File: src/rtl/core/octm_pkg.sv
// Package for the octree occupancy mask update block.
// Holds the tree sizing constants, the item and result types and the mask helpers.
// It depends on nothing else.
`timescale 1ns / 1ps
`default_nettype none

package octm_pkg;

    localparam int TREE_LEVELS = 4;
    localparam int NODE_COUNT  = ((1 << (3 * TREE_LEVELS)) - 1) / 7;
    localparam int NODE_W      = (NODE_COUNT > 1) ? $clog2(NODE_COUNT) : 1;
    localparam int LVL_W       = (TREE_LEVELS > 1) ? $clog2(TREE_LEVELS) : 1;
    localparam int COORD_W     = 32;
    localparam int CFG_IDX_W   = 2;

    localparam logic [CFG_IDX_W-1:0] CFG_ORIGIN_X = 2'd0;
    localparam logic [CFG_IDX_W-1:0] CFG_ORIGIN_Y = 2'd1;
    localparam logic [CFG_IDX_W-1:0] CFG_ORIGIN_Z = 2'd2;

    localparam logic [7:0] FULL_MASK  = 8'hFF;
    localparam logic [7:0] EMPTY_MASK = 8'h00;

    typedef struct packed {
        logic signed [COORD_W-1:0] chunk_x;
        logic signed [COORD_W-1:0] chunk_y;
        logic signed [COORD_W-1:0] chunk_z;
        logic                      is_loaded;
        logic                      is_empty;
    } cmd_t;

    typedef struct packed {
        logic [7:0] root_loaded_mask;
        logic [7:0] root_empty_mask;
        logic       out_of_range;
    } result_t;

    typedef struct packed {
        logic signed [COORD_W-1:0] x;
        logic signed [COORD_W-1:0] y;
        logic signed [COORD_W-1:0] z;
    } origin_t;

    typedef struct packed {
        logic [7:0] loaded;
        logic [7:0] empty;
    } mask_pair_t;

    typedef struct packed {
        logic              wr_en;
        logic [NODE_W-1:0] waddr;
        mask_pair_t        wdata;
        logic [NODE_W-1:0] raddr;
    } ram_req_t;

    function automatic logic [7:0] put_bit(input logic [7:0] mask, input logic [2:0] pos,
                                           input logic val);
        logic [7:0] b;
        b = 8'b1 << pos;
        return val ? (mask | b) : (mask & ~b);
    endfunction

endpackage

`default_nettype wire

File: src/rtl/core/octm_ctrl.sv
// Sequencer for the mask update: range check through one shared subtractor,
// path descent, then a read-modify-write per level going up. Uses octm_pkg.
`timescale 1ns / 1ps
`default_nettype none

module octm_ctrl
    import octm_pkg::*;
(
    input  wire logic       clk,
    input  wire logic       rst_n,
    input  wire logic       start,
    input  wire cmd_t       cmd,
    input  wire origin_t    origin,
    input  wire mask_pair_t ram_rdata,
    output ram_req_t        ram_req,
    output logic            busy,
    output logic            done,
    output result_t         result
);

    typedef enum logic [2:0] {
        ST_CLEAR,
        ST_IDLE,
        ST_SUB,
        ST_DESC,
        ST_RD,
        ST_WR
    } state_t;

    typedef enum logic [1:0] {
        AX_X,
        AX_Y,
        AX_Z
    } axis_t;

    localparam logic [LVL_W-1:0]  LVL_TOP  = LVL_W'(TREE_LEVELS - 1);
    localparam logic [NODE_W-1:0] NODE_END = NODE_W'(NODE_COUNT - 1);

    state_t                 state_reg;
    axis_t                  axis_reg;
    cmd_t                   cmd_reg;
    logic                   oor_reg;
    logic [TREE_LEVELS-1:0] off_x_reg;
    logic [TREE_LEVELS-1:0] off_y_reg;
    logic [TREE_LEVELS-1:0] off_z_reg;
    logic [LVL_W-1:0]       lvl_reg;
    logic [NODE_W-1:0]      node_reg;
    logic [NODE_W-1:0]      path_node_reg [TREE_LEVELS];
    logic [2:0]             path_child_reg [TREE_LEVELS];
    logic [NODE_W-1:0]      clr_addr_reg;
    logic                   ld_reg;
    logic                   em_reg;
    mask_pair_t             root_reg;
    logic                   done_reg;
    result_t                result_reg;

    // Shared subtractor: coordinate minus origin, exact in 33 bits.
    logic signed [COORD_W:0]  sub_a;
    logic signed [COORD_W:0]  sub_b;
    logic signed [COORD_W:0]  diff;
    logic                     in_range;
    logic                     oor_next;

    always_comb
    begin
        unique case (axis_reg)
            AX_X:
            begin
                sub_a = {cmd_reg.chunk_x[COORD_W-1], cmd_reg.chunk_x};
                sub_b = {origin.x[COORD_W-1], origin.x};
            end
            AX_Y:
            begin
                sub_a = {cmd_reg.chunk_y[COORD_W-1], cmd_reg.chunk_y};
                sub_b = {origin.y[COORD_W-1], origin.y};
            end
            AX_Z:
            begin
                sub_a = {cmd_reg.chunk_z[COORD_W-1], cmd_reg.chunk_z};
                sub_b = {origin.z[COORD_W-1], origin.z};
            end
            default:
            begin
                sub_a = '0;
                sub_b = '0;
            end
        endcase
        diff     = sub_a - sub_b;
        in_range = (diff[COORD_W:TREE_LEVELS] == '0);
        oor_next = oor_reg | ~in_range;
    end

    // Child index at the current level and the next node index down the path.
    logic [2:0]        child;
    logic [NODE_W+2:0] node_sum;

    always_comb
    begin
        child    = {off_y_reg[lvl_reg], off_z_reg[lvl_reg], off_x_reg[lvl_reg]};
        node_sum = {node_reg, 3'b000} + (NODE_W+3)'(child) + (NODE_W+3)'(1);
    end

    // Modified mask pair for the level being written.
    mask_pair_t new_pair;
    logic [2:0] wr_child;

    always_comb
    begin
        wr_child        = path_child_reg[lvl_reg];
        new_pair.loaded = put_bit(ram_rdata.loaded, wr_child, ld_reg);
        new_pair.empty  = put_bit(ram_rdata.empty, wr_child, em_reg);
    end

    always_comb
    begin
        ram_req.raddr = path_node_reg[lvl_reg];
        if (state_reg == ST_CLEAR)
        begin
            ram_req.wr_en = 1'b1;
            ram_req.waddr = clr_addr_reg;
            ram_req.wdata = '{loaded: EMPTY_MASK, empty: EMPTY_MASK};
        end
        else
        begin
            ram_req.wr_en = (state_reg == ST_WR);
            ram_req.waddr = path_node_reg[lvl_reg];
            ram_req.wdata = new_pair;
        end
    end

    always_ff @(posedge clk or negedge rst_n)
    begin
        if (!rst_n)
        begin
            state_reg      <= ST_CLEAR;
            axis_reg       <= AX_X;
            cmd_reg        <= '0;
            off_x_reg      <= '0;
            off_y_reg      <= '0;
            off_z_reg      <= '0;
            node_reg       <= '0;
            path_node_reg  <= '{default: '0};
            path_child_reg <= '{default: '0};
            ld_reg         <= 1'b0;
            em_reg         <= 1'b0;
            result_reg     <= '0;
            clr_addr_reg   <= '0;
            root_reg       <= '{loaded: EMPTY_MASK, empty: EMPTY_MASK};
            done_reg       <= 1'b0;
            oor_reg        <= 1'b0;
            lvl_reg        <= '0;
        end
        else
        begin
            done_reg <= 1'b0;
            unique case (state_reg)
                ST_CLEAR:
                begin
                    clr_addr_reg <= clr_addr_reg + NODE_W'(1);
                    if (clr_addr_reg == NODE_END)
                    begin
                        state_reg <= ST_IDLE;
                    end
                end
                ST_IDLE:
                begin
                    if (start)
                    begin
                        cmd_reg   <= cmd;
                        axis_reg  <= AX_X;
                        oor_reg   <= 1'b0;
                        state_reg <= ST_SUB;
                    end
                end
                ST_SUB:
                begin
                    oor_reg <= oor_next;
                    unique case (axis_reg)
                        AX_X:    off_x_reg <= diff[TREE_LEVELS-1:0];
                        AX_Y:    off_y_reg <= diff[TREE_LEVELS-1:0];
                        default: off_z_reg <= diff[TREE_LEVELS-1:0];
                    endcase
                    if (axis_reg == AX_Z)
                    begin
                        if (oor_next)
                        begin
                            done_reg   <= 1'b1;
                            result_reg <= '{root_loaded_mask: root_reg.loaded,
                                            root_empty_mask: root_reg.empty,
                                            out_of_range: 1'b1};
                            state_reg  <= ST_IDLE;
                        end
                        else
                        begin
                            node_reg  <= '0;
                            lvl_reg   <= LVL_TOP;
                            state_reg <= ST_DESC;
                        end
                    end
                    else
                    begin
                        axis_reg <= (axis_reg == AX_X) ? AX_Y : AX_Z;
                    end
                end
                ST_DESC:
                begin
                    path_node_reg[lvl_reg]  <= node_reg;
                    path_child_reg[lvl_reg] <= child;
                    node_reg                <= node_sum[NODE_W-1:0];
                    if (lvl_reg == '0)
                    begin
                        ld_reg    <= cmd_reg.is_loaded;
                        em_reg    <= cmd_reg.is_empty;
                        state_reg <= ST_RD;
                    end
                    else
                    begin
                        lvl_reg <= lvl_reg - LVL_W'(1);
                    end
                end
                ST_RD:
                begin
                    state_reg <= ST_WR;
                end
                ST_WR:
                begin
                    ld_reg <= (new_pair.loaded == FULL_MASK);
                    em_reg <= (new_pair.empty == FULL_MASK);
                    if (lvl_reg == LVL_TOP)
                    begin
                        // The top level of the path is the root node.
                        root_reg   <= new_pair;
                        done_reg   <= 1'b1;
                        result_reg <= '{root_loaded_mask: new_pair.loaded,
                                        root_empty_mask: new_pair.empty,
                                        out_of_range: 1'b0};
                        state_reg  <= ST_IDLE;
                    end
                    else
                    begin
                        lvl_reg   <= lvl_reg + LVL_W'(1);
                        state_reg <= ST_RD;
                    end
                end
                default:
                begin
                    state_reg <= ST_IDLE;
                end
            endcase
        end
    end

    assign busy   = (state_reg != ST_IDLE);
    assign done   = done_reg;
    assign result = result_reg;

endmodule

`default_nettype wire

File: config.mk
export PLATFORM = sky130hd
export DESIGN_NAME = octm_ctrl
export DESIGN_NICKNAME = d
export VERILOG_FILES = /design/src/rtl/core/octm_pkg.sv /design/src/rtl/core/octm_ctrl.sv
export SDC_FILE = /design/constraint.sdc
export NUM_CORES = 1
export LEC_CHECK = 0
export BUFFER_PORTS_ARGS = -buffer_cell sky130_fd_sc_hd__buf_2
export CORE_ASPECT_RATIO = 1.1
export CORE_MARGIN = 2
export CORE_UTILIZATION = 40
export DETAILED_ROUTE_END_ITERATION = 16
export MAX_ROUTING_LAYER = met4
export PLACE_DENSITY_LB_ADDON = 0.25
export SLEW_MARGIN = 15
export SYNTH_ARGS = -nofsm -noshare
export SYNTH_HDL_FRONTEND = slang
export SYNTH_SLANG_ARGS = --single-unit
File: constraint.sdc
create_clock -name clk -period 7.16 [get_ports clk]
set_clock_uncertainty 0.05 [all_clocks]
set_input_delay 0.716 -clock clk [delete_from_list [all_inputs] [get_ports clk]]
set_output_delay 0.716 -clock clk [all_outputs]
set_load 0.1 [all_outputs]
After elaboration in Yosys (flattened, before gate mapping)
Index checks and enable logic that the tools add are counted.

storage, ports and cells
  register bits = 226
  latch bits = 0
  memory bits (writable) = 0
  ROM bits = 0
  input port bits = 213
  logic and storage cells = 150
  memories = 0

cells by class
  add/sub/neg operators = 6
  $mul = 0
  div/mod/pow operators = 0
  order comparisons = 3
  equal/unequal tests = 22
  shift-type cells = 1
  multiplexer cells = 56
  bitwise gates (word level) = 9
  reduce and logical (&&, ||, !) cells = 23

operators with widths
  cell                   number
  $pmux 33 s3            2
  $mux 17                3
  $mux 10                5
  $bwmux 40              1
  $pmux 17 s2            1
  $sub 33x33->33         1
  $logic_not 29->1       1
  $mux 27                1
  $mux 3                 8
  $add 10x1->10 const B  2
  $bmux 10 s2            1
  $demux 10 s2           1
  $pmux 10 s2            1
  $pmux 3 s6             1
  $and 8x8->8            2
  $eq 8x8->1 const B     2
  $mux 2                 8
  $mux 8                 2
  $ne 2x2->1 const B     8
  $or 8x8->8             2
  $reduce_and 2->1       7
  $bwmux 12              1
  $add 10x3->10          1
  $eq 10x10->1 const B   1
  other kinds (33)       57

Logic depth before layout (Yosys ltp)
Gate-level depths: netlist (run 1).

  word-level depth = 10
  mapped depth = 20
  depth with buffers taken out = 16

Worst setup path after synthesis (run 1)
Ideal clock, no wire load.

  path type = reg2reg
  start point = register axis_reg[1]
  end point = register node_reg[0]
  setup time = 133 ps
  data arrival time = 4902 ps
  path slack = 2075 ps
  cell stages (with the launch flop) = 20
  buffers on the path = 3
  path through = dfrtp_1 -> clkbuf_1 -> clkbuf_1 -> clkbuf_1 -> mux2i_1 -> nor2_1 -> a21oi_1 -> ha_1 -> inv_1 -> fa_1 -> a211oi_2 -> nor3_2 -> o21bai_1 -> nand2_1 -> mux2_1 -> a2111oi_4 -> nand4_1 -> or4_4 -> nor3_4 -> o21ai_1

on the way
  cells in the longest elaborated chain, start to end = 8
  elaborated cells on any way between the ends = 12

RTL lines
  what                                 line                               RTL
  from (decl)                          octm_ctrl.sv:40                    axis_t axis_reg;
  from (signal assigned)               octm_ctrl.sv:202                   axis_reg <= (axis_reg == AX_X) ? AX_Y : AX_Z;
  $eq 2x2->1 (tied with other cells)   octm_ctrl.sv:66, octm_ctrl.sv:183
  $pmux 33 s3                          octm_ctrl.sv:66                    unique case (axis_reg)
  $sub 33x33->33                       octm_ctrl.sv:88                    diff = sub_a - sub_b;
  $logic_not 29->1                     octm_ctrl.sv:89                    in_range = (diff[COORD_W:TREE_LEVELS] == '0);
  $not 1->1                            octm_ctrl.sv:90                    oor_next = oor_reg | ~in_range;
  $or 1x1->1                           octm_ctrl.sv:90
  $ne 2x2->1 (no source line)          -
  $reduce_and 3->1 (no source line) *  -
  to (signal assigned)                 octm_ctrl.sv:209                   node_reg <= node_sum[NODE_W-1:0];
  to (decl)                            octm_ctrl.sv:47                    logic [NODE_W-1:0] node_reg;

Mark *: on every way between the ends. The rest lies on a longest branch, timed or not.
A chain may end at the register's enable or synchronous reset.

Worst setup path after layout (run 1)
  start point = register axis_reg[1]
  end point = register node_reg[8]

The elaborated chain is that of the path after synthesis.

==> results.yml, run 1 <==
run_status:
  run_status: "finished, final reports clean"
grt:
  grt_usage: 0.221
  largest_net_degree_at_the_start_of_global_routing: 102
  global_route_wire_length_before_repair_mm: 62.8
  grt_pass1_vias: 11894
  antenna_found_initial: 0
  overflow_left_after_global_routing: 0
logic_synthesis:
  synth.top_cells.by_area: "sky130_fd_sc_hd__dfrtp_1, sky130_fd_sc_hd__nand2_1, sky130_fd_sc_hd__mux2i_1, sky130_fd_sc_hd__mux2_2, sky130_fd_sc_hd__nor2_1"
  postSynth.asyncResetShare: 1.00
  synth.cell_area_sq_mm: 0.0137
  netlist.top_cell.by_area: "sky130_fd_sc_hd__dfrtp_1"
  synth_edf_count: 0
  syn_area_per_cell_sq_um: 8.93
  ys_dominant_reg_cell: "sky130_fd_sc_hd__dfrtp_1"
  synthesis.instances: 1535
  synth.lib_cells_used.distinct: 79
  yosys_warnings: 0
  postSynthRegisterBits: 226
  sequential_fraction_of_the_synthesis_area: 0.413
  synth.net_count: 1784
  synth.top_cell.area_share: 0.413
detailed_routing:
  drt_iter0_drc: 706
  wire_per_inst_um: 17.7
  drt_wl_total_mm: 39.0
  drc: 0
  routed-via-count: 12005
  vias_per_cell: 5.45
  ant_nets_after_route: 0
  drt_pass1_iterations: 5
clock_network:
  cts_root_buffer: "sky130_fd_sc_hd__clkbuf_16"
  numCtsBuffers: 27
  worst_setup_hold_path_clk_slew_ns: 0.06
  cts_hold_fix_bufs: 0
  htree_levels: 1
  post_cts_resized: 0
  insertion_delay_ns: 0.55
  clock-sinks: 226
  post_cts_buffers: 0
  tritoncts: "built"
  cts_buffer_depth: 3
hold_path:
  hold_path.class: "input port to asynchronous set/reset pin"
sta:
  post-route-min-period_ns: 5.44
  final_hold_violation_count: 0
  timing.final.crit_share: 0.760
  slew_violations: 0
  rsz0062_at_grt: "false"
  fmax_mhz: 184
  setup_tns_ns: 0
  worst_hold_slack_ns: 0.0852
  worst-slew-pin-transition_ns: 1.10
  maxSlewHeadroom: 0.266
  setup_viol_count_final: 0
  post-route-worst-setup-slack_ns: 1.72
setup_path:
  reg2reg_slack_ns: 1.72
  crit_path_end_kind: "register"
  data_arrival_time_of_the_worst_path_ns: 5.81
  path_max_fanout: 47
  crit_path_class: "register to register"
  required_ns: 7.52
  critical_path.startpoint_type: "register"
die:
  core_area_sq_mm: 0.0339
  fp.dieArea_sq_mm: 0.0358
  floorplan.initialDensity: 0.404
  rows: 71
  die-height_um: 198
  width_of_the_chip_um: 180
  io_pins: 269
placed_design:
  gp_routability_congestion: 0.945
  io_buffers: 268
  pre_cts_slack_ns: 1.78
  dp_hpwl_mm: 28.4
cells_and_area:
  layout_common_cells: "sky130_fd_sc_hd__nand2_1, sky130_fd_sc_hd__buf_2, sky130_fd_sc_hd__dfrtp_1"
  layout_commonest_cell: "sky130_fd_sc_hd__nand2_1"
  final_layout_size_suffix_gt1_frac: 0.253
  antenna_cells: 0
  largest_reg_flops: 98
  flow.area_growth_from_synthesis_pct: 18.7
  final_layout_net_count: 1994
job:
  max-cap-violations: 0
==> worst paths after layout <==
check	from	cells after the start	to
setup reg to reg	axis_reg[1]$_DFFE_PN0P_	14	node_reg[8]$_DFFE_PN0P_
min in group clk	cmd[84]	3	cmd_reg[84]$_DFFE_PN0P_
hold / removal	rst_n	1	clr_addr_reg[6]$_DFFE_PN0P_
max in group asynchronous	rst_n	2	cmd_reg[57]$_DFFE_PN0P_
hold reg to reg	cmd_reg[18]$_DFFE_PN0P_	2	cmd_reg[18]$_DFFE_PN0P_
setup / recovery	axis_reg[1]$_DFFE_PN0P_	14	node_reg[8]$_DFFE_PN0P_
==> synthesized netlist by cell type, types with 3 or more instances <==
library cell / n
sky130_fd_sc_hd__nand2b_1: 16
sky130_fd_sc_hd__mux2i_1: 82
sky130_fd_sc_hd__o21ai_1: 21
sky130_fd_sc_hd__o21a_1: 12
sky130_fd_sc_hd__or3_1: 4
sky130_fd_sc_hd__o21bai_1: 5
sky130_fd_sc_hd__nor2b_1: 4
sky130_fd_sc_hd__nand3_1: 18
sky130_fd_sc_hd__and4_1: 3
sky130_fd_sc_hd__a22oi_1: 8
sky130_fd_sc_hd__o21ai_0: 54
sky130_fd_sc_hd__inv_1: 12
sky130_fd_sc_hd__a21boi_0: 3
sky130_fd_sc_hd__nand4_1: 29
sky130_fd_sc_hd__o31ai_1: 5
sky130_fd_sc_hd__nand2_1: 385
sky130_fd_sc_hd__clkbuf_1: 81
sky130_fd_sc_hd__nor2_1: 138
sky130_fd_sc_hd__buf_2: 10
sky130_fd_sc_hd__nor4_1: 6
sky130_fd_sc_hd__buf_6: 3
sky130_fd_sc_hd__ha_1: 35
sky130_fd_sc_hd__a21oi_2: 6
sky130_fd_sc_hd__buf_1: 9
sky130_fd_sc_hd__mux4_2: 16
sky130_fd_sc_hd__nand3b_1: 5
sky130_fd_sc_hd__o211a_1: 17
sky130_fd_sc_hd__nor3b_1: 6
sky130_fd_sc_hd__o211ai_1: 7
sky130_fd_sc_hd__o311ai_1: 17
sky130_fd_sc_hd__mux2_2: 70
sky130_fd_sc_hd__and3_1: 8
sky130_fd_sc_hd__nor3_1: 15
sky130_fd_sc_hd__xnor2_1: 23
sky130_fd_sc_hd__dfrtp_1: 226
sky130_fd_sc_hd__xor2_1: 8
sky130_fd_sc_hd__a21o_1: 23
sky130_fd_sc_hd__o2111a_1: 3
sky130_fd_sc_hd__a21oi_1: 92
==> per-stage QoR <==
step	utilization	std cells	cell area, sq um
floorplan	-	1535	13700
global placement	0.452	2154	15300
detailed placement	0.452	2154	15300
CTS	0.479	2204	16300
global route	0.479	2204	16300
finish	0.479	2204	16300
==> worst max-delay path: stages (launching register included) <==
cell and delay [ns]:
sky130_fd_sc_hd__dfrtp_4 0.96, sky130_fd_sc_hd__buf_4 0.36, sky130_fd_sc_hd__mux2i_1 0.31, sky130_fd_sc_hd__o21ai_0 0.12
sky130_fd_sc_hd__ha_1 0.51, sky130_fd_sc_hd__and4_1 0.29, sky130_fd_sc_hd__nand3_1 0.12, sky130_fd_sc_hd__a211oi_1 0.42
sky130_fd_sc_hd__o311a_1 0.23, sky130_fd_sc_hd__a21oi_1 0.07, sky130_fd_sc_hd__a2111oi_4 0.35, sky130_fd_sc_hd__nand4_1 0.24
sky130_fd_sc_hd__or4_4 0.65, sky130_fd_sc_hd__nor3_4 0.45, sky130_fd_sc_hd__o21ai_1 0.14
==> kinds of logic after synthesis <==
logic type | after synthesis | synth area share
and+or+nand+nor | 653 | 0.207
AOI/OAI and AO/OA | 304 | 0.148
DFF | 226 | 0.413
muxes | 169 | 0.145
buffers and inverters | 116 | 0.0346
adders and majority gates | 36 | 0.0334
xor gates and xnor gates | 31 | 0.0198
==> final cells by class <==
| cell class | count | area (sq um) |
|---|---|---|
| flip-flops and latches | 226 | 5660 |
| repair buffers | 285 | 1490 |
| clock inverters | 10 | 129 |
| multi-input cells | 1193 | 7600 |
| well taps | 438 | 548 |
| inverters | 12 | 45.0 |
| clock buffers | 40 | 795 |
| fillers | 3273 | 17700 |
==> layer usage <==
layer  global-route usage  vias up  wire length [um]  share of wire
li1                     -     5806                 -              -
met1                0.280     5782             17100           0.44
met2                0.374      350             19100           0.49
met3               0.0263       67              1840          0.047
met4               0.0639        0              1040          0.027
met5                    -        -                 0              0
Power of run 1 is not shown: default switching activity piles up to over one toggle a cycle in this logic, so the estimate is an artifact.
==> run 2: changes to the inputs <==
- clock period: 7.16 -> 5.45 ns (I/O delays scaled with it)
==> run 2 against run 1 <==
  * The flow now finishes with violations (negative hold slack)
  * Count of clock-buffer cells in the layout down 3
  * Critical path depth rose by 1
  * Die area stayed put
  * Sequential share of layout area is 0.15 points lower
  * Cell count is 0.23% higher
==> results.yml, run 2 (same netlist as run 1, synthesis figures left out) <==
run_status:
  run_status: "finished, violations left"
  violations_in_the_final_reports: "negative hold slack"
setup_path:
  data_arrival_time_of_the_worst_path_ns: 5.40
  crit_path_end_kind: "register"
  reg2reg_slack_ns: 0.42
  cp_num_cells: 15
  r2r-end: "node_reg[9]$_DFFE_PN0P_"
  crit_path_class: "register to register"
  critPathSlowestCell: "sky130_fd_sc_hd__dfrtp_4"
  worstPathBufferInverterCount: 1
  cpLargestDelayFamily: "simple AND/OR/NAND/NOR gates"
  cp_slowest_stage_delay_ns: 0.69
  critical_path.startpoint_type: "register"
  required_ns: 5.82
  depth_of_the_worst_register_to_register_path: 15
  path_max_fanout: 39
  worstSetupStartpoint: "axis_reg[1]$_DFFE_PN0P_"
  worst_r2r_startpoint: "axis_reg[1]$_DFFE_PN0P_"
  cell_by_cell_trace_of_the_critical_path: "buf_12 -> mux2i_1 -> nor2_1 -> a21oi_1 -> ha_1 -> a21oi_2 -> o21ai_1 -> a221oi_2 -> o2111a_1 -> o2111ai_1 -> nor4b_2 -> nand4_1 -> or4_4 -> nor3_4 -> o21ai_1"
  library_cell_appearing_most_often_on_the_critical_path: "sky130_fd_sc_hd__o21ai_1"
die:
  fp.dieArea_sq_mm: 0.0358
  io_pins: 269
  width_of_the_chip_um: 180
  floorplan.initialDensity: 0.404
  core_area_sq_mm: 0.0339
  rows: 71
  die-height_um: 198
grt:
  largest_net_degree_at_the_start_of_global_routing: 117
  grt_pass1_vias: 11885
  global_route_wire_length_before_repair_mm: 62.7
  overflow_left_after_global_routing: 0
  antenna_found_initial: 0
  grt_usage: 0.222
sta:
  setup_viol_count_final: 0
  timing.final.crit_share: 0.922
  worst-slew-pin-transition_ns: 1.07
  final_hold_violation_count: 22
  post-route-min-period_ns: 5.03
  setup_tns_ns: 0
  rsz0062_at_grt: "false"
  slew_violations: 0
  worst_hold_slack_ns: -0.0454
  fmax_mhz: 199
  maxSlewHeadroom: 0.285
cells_and_area:
  final_layout_net_count: 1999
  layout_common_cells: "sky130_fd_sc_hd__nand2_1, sky130_fd_sc_hd__buf_2, sky130_fd_sc_hd__dfrtp_1"
  layout_commonest_cell: "sky130_fd_sc_hd__nand2_1"
  flow.area_growth_from_synthesis_pct: 19.3
  largest_reg_flops: 98
  antenna_cells: 0
  final_layout_size_suffix_gt1_frac: 0.255
hold_path:
  hold_path.class: "input port to asynchronous set/reset pin"
detailed_routing:
  ant_nets_after_route: 0
  vias_per_cell: 5.46
  wire_per_inst_um: 17.7
  drt_pass1_iterations: 8
  drt_iter0_drc: 805
  drc: 0
  drt_wl_total_mm: 39.2
  routed-via-count: 12062
clock_network:
  post_cts_buffers: 0
  cts_root_buffer: "sky130_fd_sc_hd__clkbuf_16"
  worst_setup_hold_path_clk_slew_ns: 0.06
  insertion_delay_ns: 0.56
  numCtsBuffers: 27
  tritoncts: "built"
  clock-sinks: 226
  htree_levels: 1
  post_cts_resized: 0
  cts_buffer_depth: 3
  cts_hold_fix_bufs: 0
placed_design:
  dp_hpwl_mm: 28.1
  gp_routability_congestion: 0.995
  io_buffers: 268
job:
  max-cap-violations: 0
## run 2: cell types whose count changed in the layout (fill, tap and decap cells not counted)
cell | before | now
sky130_fd_sc_hd__buf_12 | 1 | 4
sky130_fd_sc_hd__clkbuf_8 | 7 | 4
sky130_fd_sc_hd__buf_4 | 16 | 18
sky130_fd_sc_hd__clkinv_2 | 4 | 6
sky130_fd_sc_hd__bufinv_16 | 2 | 3
sky130_fd_sc_hd__clkinv_4 | 2 | 1
sky130_fd_sc_hd__clkinvlp_4 | 0 | 1
sky130_fd_sc_hd__inv_6 | 0 | 1
sky130_fd_sc_hd__inv_8 | 1 | 0
## run 2: area by class of cell
cell class              count  area (sq um)
flip-flops and latches    226          5660
fillers                  3302         17600
multi-input cells        1193          7600
well taps                 438           548
inverters                  12          45.0
repair buffers            290          1570
clock inverters            13           165
clock buffers              37           753
## run 2: metal layers
metal,track usage,up-vias,share of wire,wire (um)
met5,-,-,0,0
met4,0.0759,0,0.034,1320
met3,0.0287,82,0.053,2070
met2,0.367,372,0.48,18800
met1,0.282,5800,0.43,17000
li1,-,5808,-,-
## run 2: worst max-delay path by stage
| stage | endpoint | slack (ns) |
|---|---|---|
| 4_1_cts | node_reg[9]$_DFFE_PN0P_ | 0.41 |
| 2_1_floorplan | node_reg[0]$_DFFE_PN0P_ | 0.37 |
| 3_5_place_dp | node_reg[0]$_DFFE_PN0P_ | 0.43 |
| 6_report | node_reg[9]$_DFFE_PN0P_ | 0.42 |
| 3_3_place_gp | node_reg[8]$_DFFE_PN0P_ | 0.45 |
| 5_1_grt | node_reg[9]$_DFFE_PN0P_ | 0.04 |
## run 2: worst reg2reg max path: stages (launching register included)
cell                        delay, ns
sky130_fd_sc_hd__dfrtp_4         0.69
sky130_fd_sc_hd__buf_12          0.32
sky130_fd_sc_hd__mux2i_1         0.29
sky130_fd_sc_hd__nor2_1          0.05
sky130_fd_sc_hd__a21oi_1         0.23
sky130_fd_sc_hd__ha_1            0.40
sky130_fd_sc_hd__a21oi_2         0.22
sky130_fd_sc_hd__o21ai_1         0.12
sky130_fd_sc_hd__a221oi_2        0.41
sky130_fd_sc_hd__o2111a_1        0.24
sky130_fd_sc_hd__o2111ai_1       0.18
sky130_fd_sc_hd__nor4b_2         0.25
sky130_fd_sc_hd__nand4_1         0.22
sky130_fd_sc_hd__or4_4           0.65
sky130_fd_sc_hd__nor3_4          0.43
sky130_fd_sc_hd__o21ai_1         0.15
## run 2: stage by stage
stage	utilization	cell area [sq um]	hold WS, ns	std cells	setup slack, ns
final	0.482	16300	-0.0454	2209	0.423
after CTS	0.482	16300	0.0277	2209	0.406
after detailed placement	0.454	15400	0.411	2159	0.429
after global placement	0.454	15400	0.408	2159	0.446
after global routing	0.482	16300	0.0483	2209	0.0356
after floorplan	-	13700	0.199	1535	0.365
Power of run 2 is left out for the same reason.
==> run 3: changes to the inputs <==
- CTS_BUF_LIST: unset -> sky130_fd_sc_hd__clkbuf_4
==> run 3 against run 2 <==
  * The flow now finishes without violations
  * Sequential cell count stayed put
  * Cell count is 5.9% higher
  * Count of clock-buffer cells in the layout is 57 higher
  * Routed wire length is 3.6% higher
  * Via count is 4.9% higher
  * Critical endpoint unchanged
==> results.yml, run 3 (same netlist as run 1, synthesis figures left out) <==
run_status:
  run_status: "finished, final reports clean"
detailed_routing:
  vias_per_cell: 5.41
  drc: 0
  wire_per_inst_um: 17.3
  drt_wl_total_mm: 40.6
  routed-via-count: 12655
  ant_nets_after_route: 0
  drt_iter0_drc: 773
  drt_pass1_iterations: 5
setup_path:
  path_max_fanout: 39
  depth_of_the_worst_register_to_register_path: 15
  data_arrival_time_of_the_worst_path_ns: 5.46
  required_ns: 5.91
  crit_path_class: "register to register"
  crit_path_end_kind: "register"
  critical_path.startpoint_type: "register"
die:
  width_of_the_chip_um: 180
  fp.dieArea_sq_mm: 0.0358
  die-height_um: 198
  io_pins: 269
  rows: 71
  core_area_sq_mm: 0.0339
  floorplan.initialDensity: 0.404
placed_design:
  pre_cts_slack_ns: 0.429
  dp_hpwl_mm: 28.1
  dpl.cell_count: 2159
  gp_routability_congestion: 0.995
  io_buffers: 268
cells_and_area:
  final_layout_net_count: 2109
  final.fill_count: 3266
  flow.area_growth_from_synthesis_pct: 23.9
  finish.cell_count_without_fillers: 2340
  final_layout_size_suffix_gt1_frac: 0.269
  largest_reg_flops: 98
  layout_common_cells: "sky130_fd_sc_hd__nand2_1, sky130_fd_sc_hd__buf_2, sky130_fd_sc_hd__dfrtp_1"
  layout_commonest_cell: "sky130_fd_sc_hd__nand2_1"
  multi_input_comb_area_sq_mm: 0.00760
  seqCellArea_sq_mm: 0.00566
sta:
  rsz0062_at_grt: "false"
  post-route-worst-setup-slack_ns: 0.452
  worst-slew-pin-transition_ns: 1.04
  post-route-min-period_ns: 5.00
  timing.final.crit_share: 0.917
  final_hold_violation_count: 0
  setup_viol_count_final: 0
  setup_tns_ns: 0
  fmax_mhz: 200
  slew_violations: 0
  maxSlewHeadroom: 0.309
clock_network:
  clock-sinks: 226
  htree_levels: 3
  numCtsBuffers: 66
  worst_setup_hold_path_clk_slew_ns: 0.06
  tritoncts: "built"
  cts_buffer_depth: 3
  insertion_delay_ns: 0.69
  cts_root_buffer: "sky130_fd_sc_hd__clkbuf_4"
grt:
  antenna_found_initial: 1
  grt_usage: 0.229
  largest_net_degree_at_the_start_of_global_routing: 117
  global_route_wire_length_before_repair_mm: 64.4
  overflow_left_after_global_routing: 0
  grt_pass1_vias: 12517
job:
  max-cap-violations: 0
hold_path:
  hold_path.class: "input port to register"
  min_delay_path_depth: 3
==> run 3: cell count changes in the layout (fill, tap and decap cells not counted), sizes merged <==
cell,delta
buf,+1
bufinv,-1
clkbuf,+57
clkinv,+2
clkinvlp,+1
diode,+1
dlygate4sd3,+70
==> run 3: worst max-delay path, cell delays in order, from the launching register on <==
cell,delay [ns]
sky130_fd_sc_hd__dfrtp_4,0.61
sky130_fd_sc_hd__buf_12,0.31
sky130_fd_sc_hd__mux2i_1,0.23
sky130_fd_sc_hd__nor2_1,0.05
sky130_fd_sc_hd__a21oi_1,0.24
sky130_fd_sc_hd__ha_1,0.40
sky130_fd_sc_hd__a21oi_2,0.22
sky130_fd_sc_hd__o21ai_1,0.12
sky130_fd_sc_hd__a221oi_2,0.41
sky130_fd_sc_hd__o2111a_1,0.24
sky130_fd_sc_hd__o2111ai_1,0.17
sky130_fd_sc_hd__nor4b_2,0.25
sky130_fd_sc_hd__nand4_1,0.22
sky130_fd_sc_hd__or4_4,0.65
sky130_fd_sc_hd__nor3_4,0.43
sky130_fd_sc_hd__o21ai_1,0.14
==> run 3: worst paths after layout <==
kind,slack (ns),end,start
worst max-delay path,0.45,node_reg[9]$_DFFE_PN0P_,axis_reg[1]$_DFFE_PN0P_
worst min-delay path,0.05,cmd_reg[68]$_DFFE_PN0P_,cmd[68]
worst max register to register,0.45,node_reg[9]$_DFFE_PN0P_,axis_reg[1]$_DFFE_PN0P_
worst min register to register,0.42,cmd_reg[72]$_DFFE_PN0P_,cmd_reg[72]$_DFFE_PN0P_
max in group asynchronous,3.74,cmd_reg[55]$_DFFE_PN0P_,rst_n
min in group asynchronous,0.40,clr_addr_reg[8]$_DFFE_PN0P_,rst_n
==> run 3: layout make-up <==
cell class                 count  share of cell area
multi-input combinational   1193               0.448
sequential                   226               0.334
timing repair buffer         361               0.134
clock buffer                  94              0.0416
tap                          438              0.0323
clock inverter                15             0.00730
inverter                      12             0.00265
antenna                        1            0.000147
==> run 3: routing by layer <==
| layer | vias to the layer above | part of all wire | track usage |
|---|---|---|---|
| met3 | 98 | 0.055 | 0.0395 |
| met5 | - | 0 | - |
| met2 | 453 | 0.49 | 0.381 |
| met1 | 6055 | 0.42 | 0.277 |
| met4 | 0 | 0.035 | 0.0959 |
| li1 | 6049 | - | - |
==> run 3: stage by stage <==
step                      hold WS [ns]  utilization  area (sq um)
after CTS                    0.0000593        0.499         16900
final                           0.0481        0.500         17000
after global placement           0.408        0.454         15400
after detailed placement         0.411        0.454         15400
after global routing           0.00964        0.500         17000
after floorplan                  0.199            -         13700
==> run 3: timing repair <==
item	CTS	global route
hold endpoints to repair	178	1
buffers inserted	0	1
resized for setup	0	0
hold buffers	69	1
endpoints found under the setup margin	0	7
Power of run 3 is left out for the same reason.
